[config.mk]
export PLATFORM = sky130hd
export DESIGN_NAME = utf8_to_utf16_transcoder_unit_flat
export DESIGN_NICKNAME = d
export VERILOG_FILES = /design/src/u8u16_pkg.sv /design/src/u8u16_if.sv /design/src/utf8_to_utf16_transcoder_unit.sv /design/src/u8u16_front.sv /design/src/u8u16_queue.sv /design/src/u8u16_back.sv /design/src/flat_wrapper.sv
export SDC_FILE = /design/constraint.sdc
export NUM_CORES = 1
export LEC_CHECK = 0
export ABC_AREA = 1
export BUFFER_PORTS_ARGS = -buffer_cell sky130_fd_sc_hd__buf_2
export CORE_MARGIN = 4
export CORE_UTILIZATION = 30
export DETAILED_ROUTE_END_ITERATION = 10
export PLACE_DENSITY = 0.48
export SYNTH_ARGS = -nofsm -noshare
export SYNTH_HDL_FRONTEND = slang
export SYNTH_SLANG_ARGS = --single-unit
[constraint.sdc]
create_clock -name clk -period 3.4 [get_ports clk]
set_input_delay 0.17 -clock clk [delete_from_list [all_inputs] [get_ports clk]]
set_output_delay 0.17 -clock clk [all_outputs]
set_load 0.05 [all_outputs]
[src/u8u16_pkg.sv]
// Package: shared types and constants for the UTF-8 to UTF-16 transcoder.
package u8u16_pkg;

  // Default number of entries in the front-to-back queue
  localparam int QUEUE_DEPTH = 4;

  localparam int POINT_W = 21;
  localparam int UNIT_W  = 16;
  localparam int FAULT_W = 3;

  // UTF-8 byte classes
  localparam logic [7:0] CONT_MASK  = 8'hC0;
  localparam logic [7:0] CONT_TAG   = 8'h80;
  localparam logic [7:0] LEAD2_MASK = 8'hE0;
  localparam logic [7:0] LEAD2_TAG  = 8'hC0;
  localparam logic [7:0] LEAD3_MASK = 8'hF0;
  localparam logic [7:0] LEAD3_TAG  = 8'hE0;
  localparam logic [7:0] LEAD4_MASK = 8'hF8;
  localparam logic [7:0] LEAD4_TAG  = 8'hF0;

  // Code point limits
  localparam logic [POINT_W-1:0] MIN_LEN2   = 21'h80;
  localparam logic [POINT_W-1:0] MIN_LEN3   = 21'h800;
  localparam logic [POINT_W-1:0] MIN_LEN4   = 21'h10000;
  localparam logic [POINT_W-1:0] MAX_POINT  = 21'h10FFFF;
  localparam logic [POINT_W-1:0] SURR_FIRST = 21'hD800;
  localparam logic [POINT_W-1:0] SURR_LAST  = 21'hDFFF;
  localparam logic [POINT_W-1:0] BMP_LAST   = 21'hFFFF;
  localparam logic [POINT_W-1:0] PLANE_BASE = 21'h10000;
  localparam logic [UNIT_W-1:0]  HIGH_BASE  = 16'hD800;
  localparam logic [UNIT_W-1:0]  LOW_BASE   = 16'hDC00;
  localparam logic [9:0]         TEN_MASK   = 10'h3FF;

  typedef enum logic [FAULT_W-1:0] {
    FAULT_NONE      = 3'd0,
    FAULT_BAD_LEAD  = 3'd1,
    FAULT_TRUNCATED = 3'd2,
    FAULT_BAD_CONT  = 3'd3,
    FAULT_INVALID   = 3'd4
  } fault_t;

  // One decoded event: a unit, a surrogate pair, or an error
  typedef struct packed {
    logic [UNIT_W-1:0] unit_first;
    logic [UNIT_W-1:0] unit_second;
    logic              pair;
    fault_t            fault;
    logic              eot;
  } rec_t;

endpackage

[src/u8u16_if.sv]
// Interfaces: UTF-8 byte channel and UTF-16 unit channel.
interface u8u16_byte_if;
  logic       valid;
  logic       ready;
  logic [7:0] text_byte;
  logic       text_end;

  modport source (output valid, output text_byte, output text_end, input ready);
  modport sink   (input valid, input text_byte, input text_end, output ready);
endinterface

interface u8u16_unit_if;
  logic                          valid;
  logic                          ready;
  logic [u8u16_pkg::UNIT_W-1:0]  code_unit;
  logic [u8u16_pkg::FAULT_W-1:0] fault;
  logic                          end_of_text;
  logic                          run_last;

  modport source (output valid, output code_unit, output fault, output end_of_text,
                  output run_last, input ready);
  modport sink   (input valid, input code_unit, input fault, input end_of_text,
                  input run_last, output ready);
endinterface

[src/utf8_to_utf16_transcoder_unit.sv]
// Top level: UTF-8 to UTF-16 transcoder, front decoder, event queue, back emitter.
//
//  channel   modport  fields                                             role
//  byte_in   sink     text_byte[8], text_end                             UTF-8 bytes in
//  unit_out  source   code_unit[16], fault[3], end_of_text, run_last     UTF-16 units out
//
// One byte is taken per cycle while the queue has a free entry; an event that a byte
// completes is written at that same edge, so its first unit can leave in the next cycle.
// A surrogate pair leaves as two transactions, high unit first, from one entry.
// rst (synchronous) clears decoder state, queue pointers and the pair phase.
// A stalled output holds its transaction; input stalls only when the queue is full.
module utf8_to_utf16_transcoder_unit #(
  parameter int QUEUE_DEPTH = u8u16_pkg::QUEUE_DEPTH
) (
  input  logic          clk,
  input  logic          rst,
  u8u16_byte_if.sink    byte_in,
  u8u16_unit_if.source  unit_out
);

  logic            push;
  u8u16_pkg::rec_t push_rec;
  logic            full;
  logic            pop;
  u8u16_pkg::rec_t head_rec;
  logic            empty;

  u8u16_front u_front (
    .clk      (clk),
    .rst      (rst),
    .byte_in  (byte_in),
    .full     (full),
    .push     (push),
    .push_rec (push_rec)
  );

  u8u16_queue #(
    .DEPTH (QUEUE_DEPTH)
  ) u_queue (
    .clk      (clk),
    .rst      (rst),
    .push     (push),
    .push_rec (push_rec),
    .full     (full),
    .pop      (pop),
    .head_rec (head_rec),
    .empty    (empty)
  );

  u8u16_back u_back (
    .clk      (clk),
    .rst      (rst),
    .head_rec (head_rec),
    .empty    (empty),
    .pop      (pop),
    .unit_out (unit_out)
  );

endmodule

[src/u8u16_front.sv]
// Front end: takes UTF-8 bytes, tracks sequences, checks them and pushes events.
module u8u16_front (
  input  logic                 clk,
  input  logic                 rst,
  u8u16_byte_if.sink           byte_in,
  input  logic                 full,
  output logic                 push,
  output u8u16_pkg::rec_t      push_rec
);

  logic [u8u16_pkg::POINT_W-1:0] partial_point, partial_point_next;
  logic [1:0]                    bytes_remaining, bytes_remaining_next;
  logic [2:0]                    sequence_length, sequence_length_next;
  logic                          error_latched, error_latched_next;

  logic                          accept;
  logic [7:0]                    b;
  logic                          end_flag;
  logic [u8u16_pkg::POINT_W-1:0] cp_shift;
  logic [1:0]                    rem_dec;
  logic [u8u16_pkg::POINT_W-1:0] min_val;
  logic [u8u16_pkg::POINT_W-1:0] cp_off;
  logic                          cp_bad;

  assign byte_in.ready = !full;
  assign accept        = byte_in.valid && !full;
  assign b             = byte_in.text_byte;
  assign end_flag      = byte_in.text_end;

  // Datapath for a continuation byte
  assign cp_shift = {partial_point[u8u16_pkg::POINT_W-7:0], b[5:0]};
  assign rem_dec  = bytes_remaining - 2'd1;
  assign cp_off   = cp_shift - u8u16_pkg::PLANE_BASE;

  always_comb begin
    unique case (sequence_length)
      3'd2:    min_val = u8u16_pkg::MIN_LEN2;
      3'd3:    min_val = u8u16_pkg::MIN_LEN3;
      default: min_val = u8u16_pkg::MIN_LEN4;
    endcase
  end

  assign cp_bad = (cp_shift < min_val) || (cp_shift > u8u16_pkg::MAX_POINT) ||
                  ((cp_shift >= u8u16_pkg::SURR_FIRST) && (cp_shift <= u8u16_pkg::SURR_LAST));

  // Sequence tracking and event build
  always_comb begin
    partial_point_next   = partial_point;
    bytes_remaining_next = bytes_remaining;
    sequence_length_next = sequence_length;
    error_latched_next   = error_latched;
    push                 = 1'b0;
    push_rec.unit_first  = '0;
    push_rec.unit_second = '0;
    push_rec.pair        = 1'b0;
    push_rec.fault       = u8u16_pkg::FAULT_NONE;
    push_rec.eot         = end_flag;

    if (accept) begin
      if (error_latched) begin
        // drop bytes until end of text
        if (end_flag) begin
          partial_point_next   = '0;
          bytes_remaining_next = '0;
          sequence_length_next = '0;
          error_latched_next   = 1'b0;
        end
      end else if (bytes_remaining == 2'd0) begin
        partial_point_next   = '0;
        bytes_remaining_next = '0;
        sequence_length_next = '0;
        if (b[7] == 1'b0) begin
          push                = 1'b1;
          push_rec.unit_first = {8'h00, b};
        end else if (((b & u8u16_pkg::LEAD2_MASK) == u8u16_pkg::LEAD2_TAG) ||
                     ((b & u8u16_pkg::LEAD3_MASK) == u8u16_pkg::LEAD3_TAG) ||
                     ((b & u8u16_pkg::LEAD4_MASK) == u8u16_pkg::LEAD4_TAG)) begin
          if (end_flag) begin
            push           = 1'b1;
            push_rec.fault = u8u16_pkg::FAULT_TRUNCATED;
            push_rec.eot   = 1'b1;
          end else if ((b & u8u16_pkg::LEAD2_MASK) == u8u16_pkg::LEAD2_TAG) begin
            sequence_length_next = 3'd2;
            bytes_remaining_next = 2'd1;
            partial_point_next   = {16'h0000, b[4:0]};
          end else if ((b & u8u16_pkg::LEAD3_MASK) == u8u16_pkg::LEAD3_TAG) begin
            sequence_length_next = 3'd3;
            bytes_remaining_next = 2'd2;
            partial_point_next   = {17'h00000, b[3:0]};
          end else begin
            sequence_length_next = 3'd4;
            bytes_remaining_next = 2'd3;
            partial_point_next   = {18'h00000, b[2:0]};
          end
        end else begin
          push               = 1'b1;
          push_rec.fault     = u8u16_pkg::FAULT_BAD_LEAD;
          push_rec.eot       = 1'b1;
          error_latched_next = !end_flag;
        end
      end else if ((b & u8u16_pkg::CONT_MASK) != u8u16_pkg::CONT_TAG) begin
        // broken sequence
        partial_point_next   = '0;
        bytes_remaining_next = '0;
        sequence_length_next = '0;
        push                 = 1'b1;
        push_rec.fault       = u8u16_pkg::FAULT_BAD_CONT;
        push_rec.eot         = 1'b1;
        error_latched_next   = !end_flag;
      end else if (rem_dec != 2'd0) begin
        partial_point_next   = cp_shift;
        bytes_remaining_next = rem_dec;
        if (end_flag) begin
          partial_point_next   = '0;
          bytes_remaining_next = '0;
          sequence_length_next = '0;
          push                 = 1'b1;
          push_rec.fault       = u8u16_pkg::FAULT_TRUNCATED;
          push_rec.eot         = 1'b1;
        end
      end else begin
        // sequence complete
        partial_point_next   = '0;
        bytes_remaining_next = '0;
        sequence_length_next = '0;
        push                 = 1'b1;
        if (cp_bad) begin
          push_rec.fault     = u8u16_pkg::FAULT_INVALID;
          push_rec.eot       = 1'b1;
          error_latched_next = !end_flag;
        end else if (cp_shift <= u8u16_pkg::BMP_LAST) begin
          push_rec.unit_first = cp_shift[u8u16_pkg::UNIT_W-1:0];
        end else begin
          push_rec.pair        = 1'b1;
          push_rec.unit_first  = u8u16_pkg::HIGH_BASE +
                                 {6'd0, cp_off[19:10] & u8u16_pkg::TEN_MASK};
          push_rec.unit_second = u8u16_pkg::LOW_BASE +
                                 {6'd0, cp_off[9:0] & u8u16_pkg::TEN_MASK};
        end
      end
    end
  end

  // Decoder state
  always_ff @(posedge clk) begin
    if (rst) begin
      partial_point   <= '0;
      bytes_remaining <= '0;
      sequence_length <= '0;
      error_latched   <= 1'b0;
    end else begin
      partial_point   <= partial_point_next;
      bytes_remaining <= bytes_remaining_next;
      sequence_length <= sequence_length_next;
      error_latched   <= error_latched_next;
    end
  end

endmodule

[src/u8u16_queue.sv]
// Event queue: small register FIFO between front and back end.
module u8u16_queue #(
  parameter int DEPTH = u8u16_pkg::QUEUE_DEPTH
) (
  input  logic            clk,
  input  logic            rst,
  input  logic            push,
  input  u8u16_pkg::rec_t push_rec,
  output logic            full,
  input  logic            pop,
  output u8u16_pkg::rec_t head_rec,
  output logic            empty
);

  localparam int PTR_W = $clog2(DEPTH);
  localparam int CNT_W = $clog2(DEPTH + 1);

  u8u16_pkg::rec_t  entries [DEPTH];
  logic [PTR_W-1:0] wr_ptr;
  logic [PTR_W-1:0] rd_ptr;
  logic [CNT_W-1:0] count;

  assign full     = (count == CNT_W'(DEPTH));
  assign empty    = (count == '0);
  assign head_rec = entries[rd_ptr];

  // Storage, no reset needed
  always_ff @(posedge clk) begin
    if (push) begin
      entries[wr_ptr] <= push_rec;
    end
  end

  // Pointers and fill level
  always_ff @(posedge clk) begin
    if (rst) begin
      wr_ptr <= '0;
      rd_ptr <= '0;
      count  <= '0;
    end else begin
      if (push) begin
        wr_ptr <= (wr_ptr == PTR_W'(DEPTH - 1)) ? '0 : wr_ptr + PTR_W'(1);
      end
      if (pop) begin
        rd_ptr <= (rd_ptr == PTR_W'(DEPTH - 1)) ? '0 : rd_ptr + PTR_W'(1);
      end
      if (push && !pop) begin
        count <= count + CNT_W'(1);
      end else if (pop && !push) begin
        count <= count - CNT_W'(1);
      end
    end
  end

endmodule

[src/u8u16_back.sv]
// Back end: expands queued events into UTF-16 unit transactions.
module u8u16_back (
  input  logic            clk,
  input  logic            rst,
  input  u8u16_pkg::rec_t head_rec,
  input  logic            empty,
  output logic            pop,
  u8u16_unit_if.source    unit_out
);

  // second half of a surrogate pair is pending
  logic phase;
  logic out_take;

  assign unit_out.valid       = !empty;
  assign out_take             = !empty && unit_out.ready;
  assign pop                  = out_take && (!head_rec.pair || phase);

  assign unit_out.code_unit   = phase ? head_rec.unit_second : head_rec.unit_first;
  assign unit_out.fault       = head_rec.fault;
  assign unit_out.end_of_text = head_rec.eot && (!head_rec.pair || phase);
  assign unit_out.run_last    = !head_rec.pair || phase;

  always_ff @(posedge clk) begin
    if (rst) begin
      phase <= 1'b0;
    end else if (out_take) begin
      phase <= head_rec.pair && !phase;
    end
  end

endmodule

[src/flat_wrapper.sv]
// flat-port wrapper written by rule: the top's interface ports become plain ports
module utf8_to_utf16_transcoder_unit_flat 
#(
  parameter int QUEUE_DEPTH = u8u16_pkg::QUEUE_DEPTH
)
  (clk, rst, byte_in_valid, byte_in_text_byte, byte_in_text_end, byte_in_ready, unit_out_valid, unit_out_code_unit, unit_out_fault, unit_out_end_of_text, unit_out_run_last, unit_out_ready);
  u8u16_byte_if byte_in_i ();
  u8u16_unit_if unit_out_i ();
  input  logic clk;
  input  logic rst;
  input wire logic [$bits(byte_in_i.valid)-1:0] byte_in_valid;
  input wire logic [$bits(byte_in_i.text_byte)-1:0] byte_in_text_byte;
  input wire logic [$bits(byte_in_i.text_end)-1:0] byte_in_text_end;
  output wire logic [$bits(byte_in_i.ready)-1:0] byte_in_ready;
  output wire logic [$bits(unit_out_i.valid)-1:0] unit_out_valid;
  output wire logic [$bits(unit_out_i.code_unit)-1:0] unit_out_code_unit;
  output wire logic [$bits(unit_out_i.fault)-1:0] unit_out_fault;
  output wire logic [$bits(unit_out_i.end_of_text)-1:0] unit_out_end_of_text;
  output wire logic [$bits(unit_out_i.run_last)-1:0] unit_out_run_last;
  input wire logic [$bits(unit_out_i.ready)-1:0] unit_out_ready;
  assign byte_in_i.valid = byte_in_valid;
  assign byte_in_i.text_byte = byte_in_text_byte;
  assign byte_in_i.text_end = byte_in_text_end;
  assign byte_in_ready = byte_in_i.ready;
  assign unit_out_valid = unit_out_i.valid;
  assign unit_out_code_unit = unit_out_i.code_unit;
  assign unit_out_fault = unit_out_i.fault;
  assign unit_out_end_of_text = unit_out_i.end_of_text;
  assign unit_out_run_last = unit_out_i.run_last;
  assign unit_out_i.ready = unit_out_ready;
  utf8_to_utf16_transcoder_unit #(.QUEUE_DEPTH(QUEUE_DEPTH)) u_core (.clk(clk), .rst(rst), .byte_in(byte_in_i), .unit_out(unit_out_i));
endmodule
After elaboration in Yosys (flattened, before gate mapping)
Memories as Yosys holds them, arrays and structs flattened. A register that Yosys moved wholly into a read port is not among the register bits. Cells that the tools add are included.

Bits in registers: 29. Memory bits (writable): 148. Input port bits: 13. Memories kept: 1.

Memory list: u_core.u_queue.entries (depth 4, bits a word 37, rd ports 1, clocked after memory_dff 1, wr ports 1, RTL line u8u16_queue.sv:18) `u8u16_pkg::rec_t entries [DEPTH];`.

$add $sub $neg: 8. Magnitude comparators: 5. Eq/ne operators: 10. Mux-type cells: 75. Reduce and logical (&&, ||, !) cells: 25.

Operators with widths (count): two-way mux 33 bit (3); two-way mux 15 bit (6); two-way mux 37 bit (2); two-way mux 16 bit (3); two-way mux 3 bit (15); <= comparator 21 x 16 -> 1 bit, second input constant (2); two-way mux 17 bit (2); one-hot mux 17 bit (2 select lines) (1); adder 15 x 11 -> 16 bit, first input constant (2); two-way mux 2 bit (14); >= comparator 21 x 16 -> 1 bit, second input constant (1); > comparator 21 bit, second input constant (1); < comparator 21 x 17 -> 1 bit (1); two-way mux 4 bit (5); two-way mux 5 bit (4); subtractor 20 x 17 -> 20 bit, second input constant (1); two-way mux 1 bit (19); logical AND 1 bit (8); zero test 1 bit (7); two-way mux 7 bit (1); == test 3 x 2 -> 1 bit, second input constant (2); == test 3 bit, second input constant (2); == test 5 bit, second input constant (1); logical OR 1 bit (5); other kinds (11) (15).

Logic depth before layout (Yosys ltp)
Gate-level depths: netlist (run 1).

Depth after elaboration: 12. Depth in mapped cells: 15. Mapped depth without buffers: 15.

Cells and area by module
Synthesis (run 1) repeated with hierarchy kept, for this count alone.

Cells, all modules: 803. Area total of the unflattened synthesis: 8151.6 um2.

By module, submodules not included: u8u16_queue (times used 1, cells each 417, area each 5947.0 um2); u8u16_front (times used 1, cells each 318, area each 1890.6 um2); u8u16_back (times used 1, cells each 68, area each 314.1 um2).

Least setup slack after synthesis (run 1)
OpenSTA, ideal clock, no wires.

Path kind: flip-flop to flip-flop. Start: register u_core.u_queue.count[0]. End: memory u_core.u_queue.entries[0][0] in the netlist's numbering (enable). Arrival time: 2464 ps. Required time: 2981 ps. Path slack: 517 ps. Stages on the path, launching flop included: 7. Buffers on the path: 0. Clock period less this slack: 2883 ps. Cell sequence: dfxtp_1 -> inv_2 -> nand3_2 -> nand2_2 -> nor2_4 -> nand3_2 -> nor2_1.

Word-level cells in the longest chain between the ends: 6.

Ends and longest elaborated chain: start: declaration (RTL line u8u16_queue.sv:21) `logic [CNT_W-1:0] count;`; start signal: assignment (RTL line u8u16_queue.sv:48) `count <= count + CNT_W'(1);`; start signal: assignment (RTL line u8u16_queue.sv:50) `count <= count - CNT_W'(1);`; == test 3 bit (RTL line u8u16_queue.sv:23) `assign full = (count == CNT_W'(DEPTH));`; zero test 1 bit; named net byte_in_ready (RTL line flat_wrapper.sv:14) `output wire logic [$bits(byte_in_i.ready)-1:0] byte_in_ready;`; logical AND 1 bit (RTL line u8u16_front.sv:26) `assign accept = byte_in.valid && !full;`; two-way mux 1 bit (RTL line u8u16_front.sv:59) `if (accept) begin`; two-way mux 1 bit (RTL line u8u16_queue.sv:29) `if (push) begin`; two-way mux 1 bit (not written as such) (RTL line u8u16_queue.sv:30) `entries[wr_ptr] <= push_rec;`; end: declaration (RTL line u8u16_queue.sv:18).

The timed path passes the listed nets, and every way through them passes these cells.

Worst setup path after layout (run 1)
Start: register u_core.u_front.bytes_remaining[0]. End: register u_core.u_queue.count[1].

Word-level cells in the longest chain between the ends: 10. Elaborated cells on any way between the ends: 13. Classes of those cells: 1 x add/sub; 6 x mux; 6 x reduce/logical.

Ends and longest elaborated chain: start: declaration (RTL line u8u16_front.sv:12) `logic [1:0] bytes_remaining, bytes_remaining_next;`; start signal: assignment (RTL line u8u16_front.sv:153) `bytes_remaining <= bytes_remaining_next;`; subtractor 2 x 1 -> 2 bit (RTL line u8u16_front.sv:32) `assign rem_dec = bytes_remaining - 2'd1;`; nonzero test 2 bit (RTL line u8u16_front.sv:110) `end else if (rem_dec != 2'd0) begin`; two-way mux 1 bit (RTL line u8u16_front.sv:110); two-way mux 1 bit (RTL line u8u16_front.sv:101) `end else if ((b & u8u16_pkg::CONT_MASK) != u8u16_pkg::CONT_TAG) begin`; two-way mux 1 bit (*) (RTL line u8u16_front.sv:68) `end else if (bytes_remaining == 2'd0) begin`; two-way mux 1 bit (*) (RTL line u8u16_front.sv:60) `if (error_latched) begin`; two-way mux 1 bit (*) (RTL line u8u16_front.sv:59); named net u_core.push (RTL line utf8_to_utf16_transcoder_unit.sv:21) `logic push;`; zero test 1 bit (RTL line u8u16_queue.sv:49) `end else if (pop && !push) begin`; logical AND 1 bit (RTL line u8u16_queue.sv:49); nonzero test 2 bit (no line).

Mark *: on every way through the listed nets, which the timed path passes. The rest lies on a longest branch. A chain may end at the register's enable or synchronous reset.

==> metrics.md, run 1 <==
| Metric | Value |
|---|---|
| Post-CTS setup buffer count | 0 |
| Total Power | 6.70 mW |
| Count of routing violations after the opening detailed-route iteration | around 320 |
| Slew Viols, Final | 0 |
| Global-route wire length before repair | 28.0 mm |
| Buffer levels on the longest clock path | 2 |
| Post-Route Setup TNS | 0 ns |
| Synth Instances | 709 |
| Normalized max-slew margin | between 50% and 60% |
| Warnings, synthesis | 0 |
| Final Critical Period | 2.61 ns |
| Unrepaired setup endpoints after global routing | false |
| Worst vdd ir | between 0.4 and 0.5 mV |
| Worst-margin pin slew | 0.700 ns |
| Critical register-to-register path startpoint | u_core.u_front.bytes_remaining[0] |
| Drt via density | 4.68 |
| Maximum number of pins on one net before global-route repair | roughly 60 |
| CTS clk-pin slew, worst paths | ~0.06 ns |
| Launch point of the critical path | u_core.u_front.bytes_remaining[0] |
| Std cell rows | 56 |
| Hold-fix buffers at CTS | 0 |
| Most common cell after layout, fill and taps aside | sky130_fd_sc_hd__nor2_1 |
| Die Area | between 20000 and 30000 um2 |
| Post-synthesis sequential area ratio | about 60% |
| Vias after detailed routing | just over 5000 |
| Clock tree from TritonCTS | built |
| Remaining global-route overflow | 0 |
| Post-route insts no fill | around 1100 |
| Antenna violation net count after detailed routing | 0 |
| Initial antenna violation count | 0 |
| Net Count, Synth | between 700 and 800 |
| Half-perimeter wire length after placement | about 12 mm |
| Max-cap viol count | 0 |
| Netlist area before placement | ~7100 um2 |
| Static leakage | slightly above 3 nW |
| Result of the run | finished clean |
| Arrival time of data at the critical path endpoint | 2.91 ns |
| Number of distinct library cells after synthesis | 38 |
| H-tree depth | 4 |
| Metal2 WL | between 8 and 9 mm |
| Startpoint Class | register |
| HP Class | input port to register |
| Number of sinks on the clock net | ~160 |
| Hold Crit Start | byte_in_text_byte[1] |
| Power per Cell Area | just over 800 nW/um2 |
| Yosys reg bits | between 150 and 200 |
| Cell Count Post-Placement | roughly 1000 |
| Antenna Cells | 0 |
| Most frequent cells in the layout | sky130_fd_sc_hd__nor2_1, sky130_fd_sc_hd__edfxtp_1, sky130_fd_sc_hd__nand2_1 |
| Worst Skew | 0.00971 ns |
| Final hold viol count | 0 |
| Clock root buffer master | sky130_fd_sc_hd__clkbuf_16 |
| Initial core utilization | 30.4% |
| Wire length the detailed router placed on met1 | between 8 and 9 mm |
| Syn_area_per_cell | about 10 um2 |
| Top Layer Used | met4 |
| Width of the die | around 160 um |
| Total global-route track usage | 13.8% |
| Kind of critical path | register to register |
| Crit-path max FO | 9 |
| Final Core Density | a little over a third |
| Total Wirelength | 17.8 mm |
| Length of the first detailed-routing pass in iterations | 5 |
| Nets@finish | a little under 800 |
| Metal3 WL | 573 um |
| Weighted congestion at the end of routability-driven global placement | roughly 0.84 |
| Tcrit/Tclk final | between 70% and 80% |
| Number of gates resized after CTS | 0 |
| Fmax achieved | 384 MHz |
| Die Y-Extent | about 160 um |
| Area Growth Syn to Fin | 15.6% |
| Critical path capture point type | register |
| Finish-stage setup viols | 0 |
| Fraction of layout cells with a size suffix above 1 | 15.3% |
| Number of design rule violations left after detail routing | 0 |
| PortBufs | 35 |
| Via count of the first global-routing pass | ~4900 |
| I/O pin total | 36 |
| Routed length per instance | 16.5 um |
| TritonCTS Buffers | 17 |
| Core outline area | 23400 um2 |
| Clock network latency to the later pin of the worst-skew pair | 0.42 ns |
| Required time of the critical path | around 3.7 ns |
==> synthesized netlist by cell type <==
| cell | count | area, um2 |
|---|---|---|
| sky130_fd_sc_hd__a21oi_1 | 36 | 180 |
| sky130_fd_sc_hd__or2_1 | 1 | 6.26 |
| sky130_fd_sc_hd__clkbuf_1 | 22 | 82.6 |
| sky130_fd_sc_hd__o22ai_1 | 15 | 93.8 |
| sky130_fd_sc_hd__xor2_1 | 3 | 26.3 |
| sky130_fd_sc_hd__o21ai_1 | 10 | 50.1 |
| sky130_fd_sc_hd__fa_1 | 1 | 20.0 |
| sky130_fd_sc_hd__dfxtp_1 | 31 | 621 |
| sky130_fd_sc_hd__nand2_2 | 2 | 12.5 |
| sky130_fd_sc_hd__nor2_4 | 4 | 45.0 |
| sky130_fd_sc_hd__nor2_2 | 1 | 6.26 |
| sky130_fd_sc_hd__o21ai_0 | 63 | 315 |
| sky130_fd_sc_hd__nand2_4 | 2 | 22.5 |
| sky130_fd_sc_hd__nand4_4 | 2 | 42.5 |
| sky130_fd_sc_hd__o21ai_2 | 10 | 87.6 |
| sky130_fd_sc_hd__nor3_4 | 2 | 32.5 |
| sky130_fd_sc_hd__buf_2 | 4 | 20.0 |
| sky130_fd_sc_hd__inv_1 | 54 | 203 |
| sky130_fd_sc_hd__nand3_1 | 21 | 105 |
| sky130_fd_sc_hd__clkinv_4 | 1 | 8.76 |
| sky130_fd_sc_hd__a211oi_1 | 1 | 7.51 |
| sky130_fd_sc_hd__and2_1 | 1 | 6.26 |
| sky130_fd_sc_hd__nor2_1 | 129 | 484 |
| sky130_fd_sc_hd__clkinv_1 | 1 | 3.75 |
| sky130_fd_sc_hd__o211ai_1 | 11 | 82.6 |
| sky130_fd_sc_hd__nand4_1 | 2 | 12.5 |
| sky130_fd_sc_hd__nor3_1 | 10 | 50.1 |
| sky130_fd_sc_hd__ha_1 | 11 | 138 |
| sky130_fd_sc_hd__a221o_1 | 5 | 50.1 |
| sky130_fd_sc_hd__a31oi_1 | 10 | 62.6 |
| sky130_fd_sc_hd__o41ai_1 | 1 | 8.76 |
| sky130_fd_sc_hd__buf_6 | 3 | 33.8 |
| sky130_fd_sc_hd__edfxtp_1 | 124 | 3720 |
| sky130_fd_sc_hd__o211a_1 | 1 | 10.0 |
| sky130_fd_sc_hd__inv_2 | 10 | 37.5 |
| sky130_fd_sc_hd__nor3_2 | 2 | 20.0 |
| sky130_fd_sc_hd__nand3_2 | 3 | 30.0 |
| sky130_fd_sc_hd__nand2_1 | 99 | 372 |
==> per-layer routing <==
metal,GRT usage [%],vias to the layer above
met5,0,-
met4,3.65,0
met3,2.82,19
met2,22.5,82
met1,18.9,2408
li1,-,2526
==> final timing paths <==
check | end | depth (start not counted) | slack (ns)
max reg2reg | u_core.u_queue.count[1] | 13 | 0.79
max | u_core.u_queue.count[1] | 13 | 0.79
min | u_core.u_front.partial_point[1] | 3 | 0.07
min reg2reg | u_core.u_front.sequence_length[1] | 2 | 0.47
==> where the power goes <==
part	switching [mW]	internal, mW	total [mW]	leakage (nW)
Combinational	1.90	0.622	2.52	1.39
Sequential	0.119	2.26	2.38	1.45
Clock	0.733	1.07	1.80	0.264
==> final cells by class <==
type                            instances  area [um2]
Clock buffer                           19         433
Clock inverter                         13         125
Fill cell                            2439       15200
Inverter                               66         253
Multi-Input combinational cell        459        2410
Sequential cell                       155        4350
Tap cell                              319         399
Timing Repair Buffer                   46         258
==> kinds of logic (layout without fill, tap and decap cells) <==
| kind of cell | after synthesis | after routing | synth area share [%] |
|---|---|---|---|
| compound gates | 163 | 163 | 13.3 |
| xor+xnor | 3 | 3 | 0.369 |
| fa+ha+maj | 12 | 12 | 2.22 |
| buf+inv | 95 | 144 | 5.47 |
| flops | 155 | 155 | 61.1 |
| simple gates | 281 | 281 | 17.5 |
==> critical path: stages (launching register included) <==
cell	delay [ns]
sky130_fd_sc_hd__dfxtp_1	0.38
sky130_fd_sc_hd__inv_1	0.06
sky130_fd_sc_hd__ha_1	0.26
sky130_fd_sc_hd__nor3_4	0.26
sky130_fd_sc_hd__inv_2	0.11
sky130_fd_sc_hd__nor2_4	0.14
sky130_fd_sc_hd__nand2_4	0.08
sky130_fd_sc_hd__nand3_2	0.24
sky130_fd_sc_hd__inv_1	0.08
sky130_fd_sc_hd__ha_1	0.18
sky130_fd_sc_hd__inv_1	0.10
sky130_fd_sc_hd__fa_1	0.39
sky130_fd_sc_hd__o21ai_0	0.16
sky130_fd_sc_hd__a21oi_1	0.05
==> registers in the layout (all words and copies together), names as in the netlist, named ones only <==
signal                          count
u_core.u_queue.count                3
u_core.u_front.partial_point       15
u_core.u_front.error_latched        1
u_core.u_back.phase                 1
u_core.u_queue.wr_ptr               2
u_core.u_queue.entries            124
u_core.u_front.sequence_length      3
u_core.u_queue.rd_ptr               2
u_core.u_front.bytes_remaining      2
==> metrics by stage <==
stage	area, um2	setup slack (ns)	hold slack, ns
2_1_floorplan	7110	0.517	0.239
3_3_place_gp	7660	0.835	0.454
3_5_place_dp	7660	0.810	0.463
4_1_cts	8220	0.740	0.0536
5_1_grt	8220	0.555	0.0772
6_report	8220	0.793	0.0717
No activity file was read; power rests on OpenSTA's default activity.
==> run 2, diff against run 1 <==
==> constraint.sdc (replaced) <==
create_clock -name clk -period 2.49 [get_ports clk]
set_input_delay 0.1245 -clock clk [delete_from_list [all_inputs] [get_ports clk]]
set_output_delay 0.1245 -clock clk [all_outputs]
set_load 0.05 [all_outputs]
==> run 2 against run 1 <==
First-iteration DRC count up 14%. Critical path depth down 6. Routed wire length up 0.74%. Sequential power rose by 35%. Final area is 2.5% higher. Via count grew 1.3%. Total power rose by 39%. Die area did not move. Largest cell class unchanged. Largest power group unchanged. Highest routed layer unchanged.
==> metrics.md, run 2 (synthesized netlist as in run 1, its figures left out) <==
| Metric | Value |
|---|---|
| Length of the first detailed-routing pass in iterations | 5 (unchanged) |
| Kind of critical path | register to primary output |
| Power per Cell Area | 1110 nW/um2 (+36%) |
| Buffer levels on the longest clock path | 2 (unchanged) |
| Worst vdd ir | 0.563 mV (+13%) |
| Worst slack at placement | 0.0231 ns (-0.787 ns) |
| I/O pin total | 36 (unchanged) |
| Nets@finish | 786 (+2.1%) |
| PortBufs | 35 (unchanged) |
| Routed length per instance | 16.4 um (-0.74%) |
| Antenna Cells | 0 (unchanged) |
| Worst Setup EP | unit_out_code_unit[6] |
| Regs by FF count | u_core.u_queue.entries x124, u_core.u_front.partial_point x15 |
| Clock tree from TritonCTS | built |
| Weighted congestion at the end of routability-driven global placement | 0.839 (+0.41%) |
| Std cell rows | 56 (unchanged) |
| Chain of cells forming the critical path | clkinv_1 > buf_4 > o21ai_0 > o22ai_1 > nor2_1 > a31oi_1 > buf_2 |
| Number of design rule violations left after detail routing | 0 (unchanged) |
| Final hold viol count | 0 (unchanged) |
| Tcrit/Tclk final | 90.6% |
| FF/Latch Area | 4350 um2 (about the same) |
| Fraction of layout cells with a size suffix above 1 | 18.6% (+3.3 points) |
| Total Power | 9.32 mW (+39%) |
| Remaining global-route overflow | 0 (unchanged) |
| Static leakage | 3.21 nW (+3.5%) |
| Filler Cells Inserted | 2436 (-0.12%) |
| Max stage delay cell, worst path | sky130_fd_sc_hd__buf_4 |
| Most frequent cells in the layout | sky130_fd_sc_hd__edfxtp_1, sky130_fd_sc_hd__nor2_1, sky130_fd_sc_hd__nand2_1 |
| Total global-route track usage | 13.9% (+0.077 points) |
| Vias after detailed routing | 5098 (+1.3%) |
| Width of the die | 162 um (unchanged) |
| H-tree depth | 4 (unchanged) |
| Required time of the critical path | 2.37 ns (-1.33 ns) |
| Maximum number of pins on one net before global-route repair | 61 (unchanged) |
| Antenna violation net count after detailed routing | 0 (unchanged) |
| Worst-margin pin slew | 1.09 ns (+0.392 ns) |
| Number of flip-flops in the largest register | 124 (unchanged) |
| Number of sinks on the clock net | 155 (unchanged) |
| Half-perimeter wire length after placement | 11.7 mm (-1.2%) |
| Peak per-stage delay on the critical path | 0.42 ns (+0.03 ns) |
| Die Area | 26200 um2 (unchanged) |
| Startpoint Class | register |
| Via count of the first global-routing pass | 4978 (+1.4%) |
| Initial core utilization | 30.4% (unchanged) |
| Cell Count Post-Placement | 1056 (+1.1%) |
| Crit-path max FO | 48 (+39) |
| Reg2reg setup slack | 0.25 ns (-0.54 ns) |
| Clock root buffer master | sky130_fd_sc_hd__clkbuf_16 |
| Result of the run | finished clean |
| Final Critical Period | ~2.3 ns |
| Initial antenna violation count | 0 (unchanged) |
| CTS clk-pin slew, worst paths | 0.07 ns (about the same) |
| Worst setup margin | 0.235 ns (-0.559 ns) |
| HP Class | input port to register |
| Worst reg2reg path endpoint | u_core.u_queue.entries[2][2] |
| Die Y-Extent | 162 um (unchanged) |
| Arrival time of data at the critical path endpoint | 2.13 ns (-0.78 ns) |
| Area of combinational cells with multiple inputs | 2440 um2 (+1.1%) |
| Core outline area | 23400 um2 (unchanged) |
| Sequential group share of total power | 34.5% (-1.0 points) |
| Clock network latency to the later pin of the worst-skew pair | 0.42 ns (about the same) |
| Drt via density | 4.66 (-0.23%) |
| Worst Reg2Reg Path Length in Cells | 8 (-5) |
| Max-cap viol count | 0 (unchanged) |
| Finish-stage setup viols | 0 (unchanged) |
| Standard cell area after detailed placement | 7760 um2 (+1.2%) |
| Most common cell after layout, fill and taps aside | sky130_fd_sc_hd__edfxtp_1 |
| Largest reg by FF count | u_core.u_queue.entries |
| Design area | 8430 um2 (+2.5%) |
| Worst Skew | 0.0115 ns (+0.00177 ns) |
| Critical register-to-register path startpoint | u_core.u_front.bytes_remaining[0] |
| Post-route insts no fill | 1093 (+1.5%) |
| Combinational group share of total power | 38.1% (+0.6 points) |
| Unrepaired setup endpoints after global routing | false |
| TritonCTS Buffers | 17 (unchanged) |
| Proportion of total power due to net switching | 42.6% (+1.6 points) |
| Global-route wire length before repair | 28.4 mm (+1.4%) |
| Net switching power | 3.97 mW (+45%) |
| Slew Viols, Final | 0 (unchanged) |
| Count of routing violations after the opening detailed-route iteration | 363 (+14%) |
| Area Growth Syn to Fin | 18.5% |
| Total Wirelength | 17.9 mm (+0.74%) |
| Clock group share of total power | 27.4% (+0.5 points) |
| P_int | 5.35 mW (+35%) |
| Fmax achieved | around 440 MHz |
| Critical path capture point type | primary output |
| Normalized max-slew margin | 27.1% (-26 points) |
## run 2: cell types whose count changed in the layout (fill, tap and decap cells not counted), sizes merged
| cell | before | now |
|---|---|---|
| clkinvlp | 3 | 0 |
| buf | 46 | 60 |
| dlygate4sd3 | 0 | 1 |
| clkbuf | 19 | 18 |
| inv | 66 | 73 |
| bufinv | 2 | 0 |
## run 2: worst max-delay path: cells and delay by family (launching register included)
kind                   cells  cell delay (ns)
flip-flops                 1             0.34
buffers and inverters      3             0.78
AND/OR/NAND/NOR            1             0.07
AO/OA/AOI/OAI              3             0.50
## run 2: layout make-up
type | instances | share of cell area (%)
multi-input combinational | 459 | 28.9
clock inverter | 15 | 2.00
inverter | 66 | 3.00
sequential | 155 | 51.6
clock buffer | 17 | 5.05
timing repair buffer | 62 | 4.74
tap | 319 | 4.74
## run 2: routing by layer
layer / global-route usage [%] / share of wire [%] / vias to the layer above
li1: - / - / 2566
met1: 19.2 / 48 / 2450
met2: 22.8 / 48 / 75
met3: 2.82 / 3.1 / 7
met4: 2.88 / 0.58 / 0
met5: 0 / 0 / -
## run 2: worst min-delay path by stage
stage / from / endpoint / cells after the start
final: byte_in_text_byte[0] / u_core.u_front.partial_point[0] / 3
after global routing: byte_in_text_byte[0] / u_core.u_front.partial_point[0] / 3
after CTS: byte_in_text_byte[0] / u_core.u_front.partial_point[0] / 3
after global placement: byte_in_text_byte[1] / u_core.u_front.partial_point[1] / 3
after detailed placement: byte_in_text_byte[1] / u_core.u_front.partial_point[1] / 3
after floorplan: rst / u_core.u_front.partial_point[0] / 1
## run 2: power groups by stage
stage / Sequential [mW] / Clock (mW) / Combinational (mW)
floorplan: 3.24 / 0 / 2.62
finish: 3.22 / 2.55 / 3.55
detailed placement: 3.27 / 0 / 3.59
CTS: 3.22 / 2.61 / 3.60
global placement: 3.28 / 0 / 3.58
global route: 3.24 / 2.74 / 3.93
## run 2: repair_timing
item,in CTS,in global routing
gates resized for setup,1,11
hold buffers,1,0
hold endpoints to repair,1,0
pin swaps,0,2
buffers inserted,0,4
cloned,0,0
endpoints found under the setup margin,1,152
## run 2: per-stage QoR
step	hold slack, ns	util (%)	setup TNS [ns]
after floorplan	0.194	-	-48.74
after global placement	0.441	33.2	0
after detailed placement	0.444	33.2	0
after CTS	0.00464	35.8	0
after global routing	0.0280	36.0	0
final	0.0255	36.0	0
==> run 3, diff against run 2 <==
--- a/config.mk
+++ b/config.mk
@@ -8,9 +8,10 @@
 export ABC_AREA = 1
 export BUFFER_PORTS_ARGS = -buffer_cell sky130_fd_sc_hd__buf_2
 export CORE_MARGIN = 4
-export CORE_UTILIZATION = 30
+export CORE_UTILIZATION = 45
 export DETAILED_ROUTE_END_ITERATION = 10
-export PLACE_DENSITY = 0.48
+export GPL_ROUTABILITY_DRIVEN = 0
+export PLACE_DENSITY = 0.67
 export SYNTH_ARGS = -nofsm -noshare
 export SYNTH_HDL_FRONTEND = slang
 export SYNTH_SLANG_ARGS = --single-unit
==> constraint.sdc (replaced) <==
create_clock -name clk -period 1.8 [get_ports clk]
set_input_delay 0.09 -clock clk [delete_from_list [all_inputs] [get_ports clk]]
set_output_delay 0.09 -clock clk [all_outputs]
set_load 0.05 [all_outputs]
==> run 3 against run 2 <==
The run now ends with negative setup slack left. First-iteration DRC count rose by 67%. Final area increased by 24%. Total power rose by 69%. Global-route usage up 8.4 points. Clock power increased by 33%. Sequential share of layout area shrank 9.7 points. Register-to-register slack worse by 0.47 ns. Via count up 18%. Routed wire length up 19%. Critical path depth is 1 higher. Critical path type unchanged. Largest power group unchanged.
==> metrics.md, run 3 (synthesized netlist as in run 1, its figures left out) <==
| Metric | Value |
|---|---|
| Number of sinks on the clock net | 155 (unchanged) |
| Clock tree from TritonCTS | built |
| Combinational group share of total power | 49.8% (+12 points) |
| Fmax achieved | about 500 MHz |
| Via count of the first global-routing pass | 5827 (+17%) |
| Global-route wire length before repair | 30.7 mm (+8.0%) |
| Most common cell after layout, fill and taps aside | sky130_fd_sc_hd__edfxtp_1 |
| Maximum number of pins on one net before global-route repair | 32 (-48%) |
| Final Core Density | 67.9% (+32 points) |
| Buffer levels on the longest clock path | 2 (unchanged) |
| Proportion of total power due to net switching | 40.6% (-2.0 points) |
| Fraction of layout cells with a size suffix above 1 | 42.9% (+24 points) |
| Number of design rule violations left after detail routing | 0 (unchanged) |
| Total global-route track usage | 22.3% (+8.4 points) |
| Sequential group share of total power | 28.7% (-5.8 points) |
| Half-perimeter wire length after placement | 11.8 mm (+1.4%) |
| Area Growth Syn to Fin | 46.6% |
| Worst setup margin | -0.229 ns (-0.463 ns) |
| Critical path capture point type | primary output |
| Clock root buffer master | sky130_fd_sc_hd__clkbuf_16 |
| Clock group share of total power | 21.5% (-5.9 points) |
| Core outline area | 15400 um2 (-34%) |
| Largest reg by FF count | u_core.u_queue.entries |
| Final Critical Period | between 2 and 2.5 ns |
| Count of routing violations after the opening detailed-route iteration | 606 (+67%) |
| Remaining global-route overflow | 0 (unchanged) |
| Crit-path max FO | 7 (-85%) |
| Die Area | 17900 um2 (-32%) |
| Kind of critical path | register to primary output |
| Antenna Cells | 0 (unchanged) |
| Final hold viol count | 0 (unchanged) |
| Worst hold-check slack | 0.0154 ns (-0.0101 ns) |
| Most frequent cells in the layout | sky130_fd_sc_hd__edfxtp_1, sky130_fd_sc_hd__nor2_1, sky130_fd_sc_hd__buf_4 |
| Regs by FF count | u_core.u_queue.entries x124, u_core.u_front.partial_point x15 |
| Arrival time of data at the critical path endpoint | 1.94 ns (-0.19 ns) |
| Max-cap viol count | 0 (unchanged) |
| Normalized max-slew margin | 58.6% (+32 points) |
| Slew Viols, Final | 0 (unchanged) |
| PortBufs | 35 (unchanged) |
| Worst-margin pin slew | 0.620 ns (-0.471 ns) |
| Number of flip-flops in the largest register | 124 (unchanged) |
| P_int | 9.36 mW (+75%) |
| Routed length per instance | 19.7 um (+20%) |
| Vias after detailed routing | 6019 (+18%) |
| Design area | 10400 um2 (+24%) |
| Length of the first detailed-routing pass in iterations | 5 (unchanged) |
| Required time of the critical path | 1.71 ns (-0.66 ns) |
| CTS clk-pin slew, worst paths | 0.06 ns (about the same) |
| Standard cell area after detailed placement | 8320 um2 (+7.2%) |
| Worst Skew | 0.0105 ns (-0.00101 ns) |
| Antenna violation net count after detailed routing | 0 (unchanged) |
| Drt via density | 5.58 (+20%) |
| Tcrit/Tclk final | 113% |
| Startpoint Class | register |
| Initial core utilization | 46.3% (+16 points) |
| Unrepaired setup endpoints after global routing | true |
| Std cell rows | 45 (-20%) |
| H-tree depth | 4 (unchanged) |
| Width of the die | 134 um (-17%) |
| Total Wirelength | 21.2 mm (+19%) |
| Net switching power | 6.40 mW (+61%) |
| Die Y-Extent | 134 um (-17%) |
| Nets@finish | 880 (+12%) |
| Finish-stage setup viols | 145 (+145) |
| Result of the run | finished, violations left |
| I/O pin total | 36 (unchanged) |
| TritonCTS Buffers | 17 (unchanged) |
| HP Class | input port to register |
| Power per Cell Area | 1510 nW/um2 (+37%) |
| Worst vdd ir | 1.23 mV (+120%) |
| Initial antenna violation count | 0 (unchanged) |
| Worst slack at placement | -0.321 ns (-0.344 ns) |
| Violations in the final reports | negative setup slack |
| Static leakage | 4.07 nW (+27%) |
| Clock network latency to the later pin of the worst-skew pair | 0.44 ns (+0.02 ns) |
==> run 3: changes by cell type in the layout (fill, tap and decap cells not counted), moves of 24 or more <==
| cell | change |
|---|---|
| sky130_fd_sc_hd__buf_6 | +32 |
| sky130_fd_sc_hd__nand2_1 | -24 |
| sky130_fd_sc_hd__o21ai_0 | -45 |
| sky130_fd_sc_hd__nor2_1 | -30 |
| sky130_fd_sc_hd__buf_4 | +53 |
==> run 3: final timing paths <==
kind                                                   startpoint                           endpoint  slack, ns  depth (start not counted)
worst max-delay path                                     register              unit_out_code_unit[9]      -0.23                          8
worst min-delay path                                          rst            u_core.u_queue.count[0]       0.02                          2
worst max register to register  u_core.u_front.bytes_remaining[1]            u_core.u_queue.count[1]      -0.22                         13
worst min register to register  u_core.u_front.sequence_length[1]  u_core.u_front.sequence_length[1]       0.47                          2
==> run 3: through the flow <==
stage	total power, mW	instances	TNS [ns]
detailed placement	10.1	1015	-24.33
CTS	14.9	1066	-2.41
finish	15.8	1079	-21.72
floorplan	8.37	709	-25.51
global route	16.4	1079	-42.23
global placement	9.98	1015	-11.22
==> run 3: area by class of cell <==
class	count	area, um2
inverter	66	300
multi-input combinational	460	3270
timing repair buffer	154	1660
tap	211	264
timing repair inverter	1	11.3
clock buffer	23	468
sequential	155	4370
clock inverter	9	91.3
fill	1019	4940
==> run 3: critical path, cell delays in order (launching register included) <==
cell                      delay (ns)
sky130_fd_sc_hd__dfxtp_4        0.43
sky130_fd_sc_hd__buf_12         0.14
sky130_fd_sc_hd__buf_12         0.14
sky130_fd_sc_hd__buf_16         0.13
sky130_fd_sc_hd__nor2_1         0.05
sky130_fd_sc_hd__nor2_1         0.11
sky130_fd_sc_hd__o21ai_1        0.09
sky130_fd_sc_hd__a31oi_2        0.22
sky130_fd_sc_hd__buf_6          0.19
==> run 3: routing by layer <==
metal  vias to the layer above  wire length [um]  global-route usage [%]
met5                         -                 0                       0
met4                         0               624                    9.49
met3                        51              1480                    4.72
met2                       252             10600                    36.6
met1                      2951              8500                    28.8
li1                       2765                 -                       -
==> run 3: repair_timing <==
item,CTS,global route
gates resized for setup,192,136
gates cloned,9,3
buffers inserted,8,15
hold buffers,4,0
endpoints found under the setup margin,263,273
pin swaps,49,56
endpoints found under the hold margin,4,0
==> run 3: power groups by stage <==
| stage | Clock (mW) | Combinational (mW) | Sequential [mW] |
|---|---|---|---|
| finish | 3.39 | 7.85 | 4.53 |
| global route | 3.56 | 8.28 | 4.55 |
| CTS | 3.39 | 7.01 | 4.50 |
| detailed placement | 0 | 5.60 | 4.51 |
| global placement | 0 | 5.48 | 4.50 |
| floorplan | 0 | 3.89 | 4.48 |
